--- config.mk ---
export PLATFORM = sky130hd
export DESIGN_NAME = jitrl_front
export DESIGN_NICKNAME = d
export VERILOG_FILES = /design/src/hdl/jitrl_pkg.sv /design/src/hdl/jitrl_front.sv
export SDC_FILE = /design/constraint.sdc
export NUM_CORES = 1
export LEC_CHECK = 0
export BUFFER_PORTS_ARGS = -buffer_cell sky130_fd_sc_hd__buf_2
export CORE_ASPECT_RATIO = 0.5
export CORE_MARGIN = 4
export CORE_UTILIZATION = 45
export CTS_CLUSTER_SIZE = 28
export DETAILED_ROUTE_END_ITERATION = 7
export PLACE_DENSITY_LB_ADDON = 0.15
export SKIP_CTS_REPAIR_TIMING = 1
export SLEW_MARGIN = 20
export SYNTH_ARGS = -nofsm -noshare
export SYNTH_HDL_FRONTEND = slang
export SYNTH_SLANG_ARGS = --single-unit
--- constraint.sdc ---
create_clock -name clock -period 10.75 [get_ports clock]
set_clock_uncertainty 0.05 [all_clocks]
set_input_delay 2.15 -clock clock [delete_from_list [all_inputs] [get_ports clock]]
set_output_delay 2.15 -clock clock [all_outputs]
set_load 0.03 [all_outputs]
--- src/hdl/jitrl_pkg.sv ---
// Shared types, codes and constants of the joint impedance torque rate limiter.
package jitrl_pkg;

   localparam int JOINTS = 7;
   localparam int JW = 3;

   localparam logic [1:0] KIND_LOAD    = 2'd0;
   localparam logic [1:0] KIND_START   = 2'd1;
   localparam logic [1:0] KIND_CONTROL = 2'd2;
   localparam logic [1:0] KIND_UNUSED  = 2'd3;

   localparam logic [1:0] CSR_CORIOLIS = 2'd0;
   localparam logic [1:0] CSR_MAXSTEP  = 2'd1;
   localparam logic [1:0] CSR_WEIGHT   = 2'd2;

   localparam logic signed [31:0] CORIOLIS_RESET = 32'sd65536;
   localparam logic [30:0] MAXSTEP_RESET = 31'd65536;
   localparam logic [16:0] WEIGHT_RESET  = 17'd64881;

   // One classified item as it travels from the front to the back.
   typedef struct packed {
      logic [1:0]         kind;
      logic [JW-1:0]      joint;
      logic signed [31:0] position;
      logic signed [31:0] velocity;
      logic signed [31:0] coriolis_torque;
      logic signed [31:0] velocity_command;
      logic signed [31:0] previous_torque;
      logic [23:0]        time_step;
      logic [30:0]        stiffness;
      logic [30:0]        damping;
   } item_type;

   typedef struct packed {
      logic signed [31:0] coriolis_scale;
      logic [30:0]        max_torque_step;
      logic [16:0]        filter_weight;
   } cfg_type;

   function automatic logic signed [31:0] sat32(input logic signed [65:0] x);
      if (x > 66'sd2147483647) return 32'sh7fffffff;
      if (x < -66'sd2147483648) return 32'sh80000000;
      return x[31:0];
   endfunction

endpackage

--- src/hdl/jitrl_front.sv ---
// Front part: accepts items, drops ignored ones, and queues the rest.
module jitrl_front (
   input  logic                   clock,
   input  logic                   reset,
   input  logic                   in_valid,
   output logic                   in_ready,
   input  jitrl_pkg::item_type    in_item,
   output logic                   q_valid,
   input  logic                   q_ready,
   output jitrl_pkg::item_type    q_item
);
   jitrl_pkg::item_type mem_ff [4];
   logic [1:0] wr_ff, wr_in, rd_ff, rd_in;
   logic [2:0] cnt_ff, cnt_in;
   logic keep, push, pop;

   assign in_ready = (cnt_ff != 3'd4);
   assign keep = (in_item.joint < 3'(jitrl_pkg::JOINTS)) &&
                 (in_item.kind != jitrl_pkg::KIND_UNUSED);
   assign push = in_valid && in_ready && keep;
   assign pop  = q_valid && q_ready;
   assign q_valid = (cnt_ff != 3'd0);
   assign q_item = mem_ff[rd_ff];

   always_comb begin
      wr_in = push ? wr_ff + 2'd1 : wr_ff;
      rd_in = pop ? rd_ff + 2'd1 : rd_ff;
      cnt_in = cnt_ff + {2'd0, push} - {2'd0, pop};
   end

   always_ff @(posedge clock) begin
      if (reset) begin
         wr_ff <= '0;
         rd_ff <= '0;
         cnt_ff <= '0;
      end else begin
         wr_ff <= wr_in;
         rd_ff <= rd_in;
         cnt_ff <= cnt_in;
      end
      if (push) begin
         mem_ff[wr_ff] <= in_item;
      end
   end
endmodule

# Word-level counts from Yosys, hierarchy flattened
# Memories as Yosys holds them, arrays and structs flattened. A register that Yosys moved wholly into a read port is not among the register bits.
# Cells that the tools add are included.
# W data, S select, Z words.
# totals
reg_bits,7
mem_bits_rw,1004
in_bits,255
out_inout_bits,253
word_cells,20
mem_count,1
# op_classes
add_sub_neg,4
n_lt_le_gt_ge,1
eq_ne,2
mux,4
reduce_logical,5
# mem_list
name,words,width,rd,rd_ports_with_merged_regs,write_ports,line,source
mem_ff,4,251,1,1,1,jitrl_front.sv:12,jitrl_pkg::item_type mem_ff [4];
# op_table
operator,n
$add A2 B1 Y2 const B,2
$logic_and A1 B1 Y1,4
$mux W2,2
$add A3 B1 Y3,1
$lt A3 B3 Y1 const B,1
$ne A3 B3 Y1 const B,1
$reduce_bool A3 Y1,1
$sub A3 B1 Y3,1
$mux W1,2
$ne A2 B2 Y1 const B,1

# Longest topological paths before layout
# depth
depth_word,5
mapped_depth,11
ltp_nobuf,10

# Least setup slack after synthesis
# No wires, ideal clock.
# synth_timing
path_type,in2reg
startpoint,input port in_item[246] (netlist name)
endpoint,"memory mem_ff[0][0] (netlist name), enable pin"
setup_time_ps,644
arrival_ps,8204
required_ps,10056
slack_ps,1852
stages,4
n_path_buf,1
cell_sequence,nand3_1 > and4_1 > buf_6 > and2_1
# synth_between
elab_chain_cells,5
# synth_lines
element,line,source
"start, declared",jitrl_front.sv:7,"input jitrl_pkg::item_type in_item,"
$lt A3 B3 Y1,jitrl_front.sv:18,assign keep = (in_item.joint < 3'(jitrl_pkg::JOINTS)) &&
$logic_and A1 B1 Y1,jitrl_front.sv:18,
$logic_and A1 B1 Y1,jitrl_front.sv:20,assign push = in_valid && in_ready && keep;
$mux W1,jitrl_front.sv:41,if (push) begin
$mux W1 (implied by the code),jitrl_front.sv:42,mem_ff[wr_ff] <= in_item;
"end, declared",jitrl_front.sv:12,
# Every way passes these cells.

==> results.py <==
metrics = {
    "placement": {
        "io_buffers": 507,
        "place_congestion": 0.7209,
        "place_hpwl_um": 47310,
    },
    "synthesis": {
        "synth_area_leaders": "edfxtp_1, mux4_2, dfxtp_1",
        "syn_nets": 1624,
        "syn_avg_cell_area_um2": 26.88,
        "synthCells": 1362,
        "yosysWarnings": 0,
        "ys_ff_latch": 1013,
        "synth.distinct_cells": 27,
        "yosysTopAreaCellShare": 0.8237,
        "syn_area_um2": 36600,
        "yosysSeqAreaShare": 0.8286,
        "yosysTopAreaCell": "edfxtp_1",
    },
    "detailed_routing": {
        "drtIter0Drc": 1131,
        "ant_nets": 0,
        "routed_wirelength_um": 77190,
        "drc": 0,
        "vias": 16160,
        "first_pass_iters": 5,
        "viasPerCell": 5.231,
        "routedWlPerCell_um": 24.98,
    },
    "worst_setup_path": {
        "cpMaxStageDelayCell": "dfxtp_4",
        "crit_fanout": 122,
        "worstPathCellList": "buf_12 -> buf_4 -> mux4_2 -> buf_2",
        "cpPeakStageDelay_ns": 0.94,
        "crit_type": "reg2out",
        "worstPathArrival_ns": 3.77,
        "cp.required_ns": 8.55,
        "crit_buf_inv": 3,
        "r2r_start": "cnt_ff[1]",
        "critical-path-top-delay-family": "buffers and inverters",
        "critPathLaunchType": "flip-flop",
        "setup.worst_path.end_class": "output port",
    },
    "run_status": {
        "outcome": "complete, no violations",
    },
    "timing": {
        "slew_headroom": 0.3498,
        "rsz0062_at_grt": "no",
        "fin_crit_sh": 0.5554,
        "setup_viol": 0,
        "fmax_mhz": 167.5,
        "fin_crit_ns": 5.970,
        "hold_violations": 0,
        "setup_tns_ns": 0,
        "drv_slew": 0,
        "tightest_slew_ns": 0.9753,
    },
    "clock_tree": {
        "cts_tree": "built",
        "htreeDepth": 3,
        "clk_pin_slew_worst_paths_ns": 0.06,
        "cts.sinks": 1013,
        "cts-root-buf": "clkbuf_16",
        "clock_path_buffers": 3,
        "cts_buffers": 88,
        "clkLatencyLatePin_ns": 0.65,
    },
    "global_route": {
        "antenna_found_initial": 13,
        "overflow": 0,
        "grt_pass1_wl_um": 114000,
        "grt_pass1_vias": 17030,
        "grt_max_degree": 126,
        "grt_usage": 0.1797,
    },
    "pwr": {
        "p_leak_uw": 0.01418,
        "p_per_area_nw_per_um2": 239.6,
        "power_uw": 10370,
        "ir_worst_vdd_mv": 0.1707,
    },
    "floorplanning": {
        "dieArea_um2": 86250,
        "dieWidth_um": 411.3,
        "core_um2": 80010,
        "start_util": 0.4575,
        "fp-row-count": 73,
        "num_io_pins": 508,
        "fp.dieH_um": 209.7,
    },
    "cells_and_area": {
        "drive_gt1_frac": 0.4561,
        "fin_nets": 2182,
        "area_growth_pct": 18.29,
    },
    "hold_path": {
        "hold_path.class": "reg2reg",
        "min_from": "wr_ff[1]",
    },
    "flow_run": {
        "cap_viol_max_count": 0,
    },
}
-- layer usage --
layer	vias to the layer above	wire [um]	global-route usage
li1	7080	-	-
met5	-	7	0
met4	2	1589	0.05140
met2	293	43560	0.3283
met1	8678	29270	0.2181
met3	110	2767	0.03505
-- cell usage after synthesis --
master,n
and2_1,2
and2_2,2
and4_1,1
buf_1,14
buf_2,16
buf_4,19
buf_6,1
clkbuf_1,8
dfxtp_1,9
edfxtp_1,1004
fa_1,1
ha_1,6
inv_1,6
mux2_4,1
mux2i_1,1
mux4_2,251
nand2_1,1
nand2b_1,2
nand3_1,1
nor2_1,6
nor2b_1,2
o311ai_0,1
o31a_2,1
or3_2,1
or3b_1,1
xnor2_1,3
xor2_1,1
-- flip-flops by register name, summed over array words and instances, names as in the netlist, named ones only --
register,cells
cnt_ff,3
mem_ff,1004
rd_ff,2
wr_ff,2
-- report_power, final --
| part | switching (uW) | internal [uW] |
|---|---|---|
| Sequential | 105 | 4610 |
| Combinational | 1590 | 910 |
| Clock | 1370 | 1790 |
-- path summary, 6_finish.rpt --
path         slack, ns  depth (start not counted)             to
min reg2reg       0.47                          2       wr_ff[1]
min               0.47                          2       wr_ff[1]
max reg2reg       7.13                          5  mem_ff[1][96]
max               4.78                          4     q_item[39]
-- cell usage in the layout, fill, tap and decap left out, types with 4 or more instances in the layout --
master / count
clkbuf_16: 91
nor2_1: 6
buf_12: 6
dfxtp_1: 7
diode_2: 8
ha_1: 6
clkinv_2: 15
bufinv_16: 9
buf_2: 507
edfxtp_1: 1004
inv_1: 6
clkbuf_1: 24
buf_4: 13
mux4_2: 251
inv_6: 4
and2_4: 4
clkinv_1: 17
-- logic make-up after synthesis --
logic type | count (synthesis) | synth area share
compound gates | 2 | 0.0005128
xor+xnor | 4 | 0.0009573
fa+ha+maj | 7 | 0.002598
buf+inv | 64 | 0.009264
flops | 1013 | 0.8286
mux | 253 | 0.1551
simple gates | 19 | 0.002973
-- through the flow --
stage	setup WS [ns]	util	instance area (um2)	std cells	hold slack [ns]
6_report	4.780	0.5412	43300	3090	0.4704
2_1_floorplan	1.852	-	36600	1362	0.4320
5_1_grt	4.612	0.5411	43300	3089	0.5013
3_3_place_gp	5.309	0.5051	40420	2917	0.4622
3_5_place_dp	5.338	0.5051	40420	2917	0.4672
4_1_cts	4.748	0.5409	43280	3082	0.4798
-- worst reg2reg max path, cell delays in order (launching register included) --
cell and delay (ns):
dfxtp_1 0.42, or3b_1 0.20, and4_1 0.37, and2_4 0.59
buf_12 0.64, buf_4 0.91
-- final cells by class --
type,instances,area (um2)
multi-input combinational,285,5943
timing repair buffer,526,2755
tap,1087,1360
antenna,8,20.02
clock buffer,117,2395
fill,6197,36710
sequential,1013,30340
clock inverter,48,467.9
inverter,6,22.52
Power figures use the tool's default switching activity.
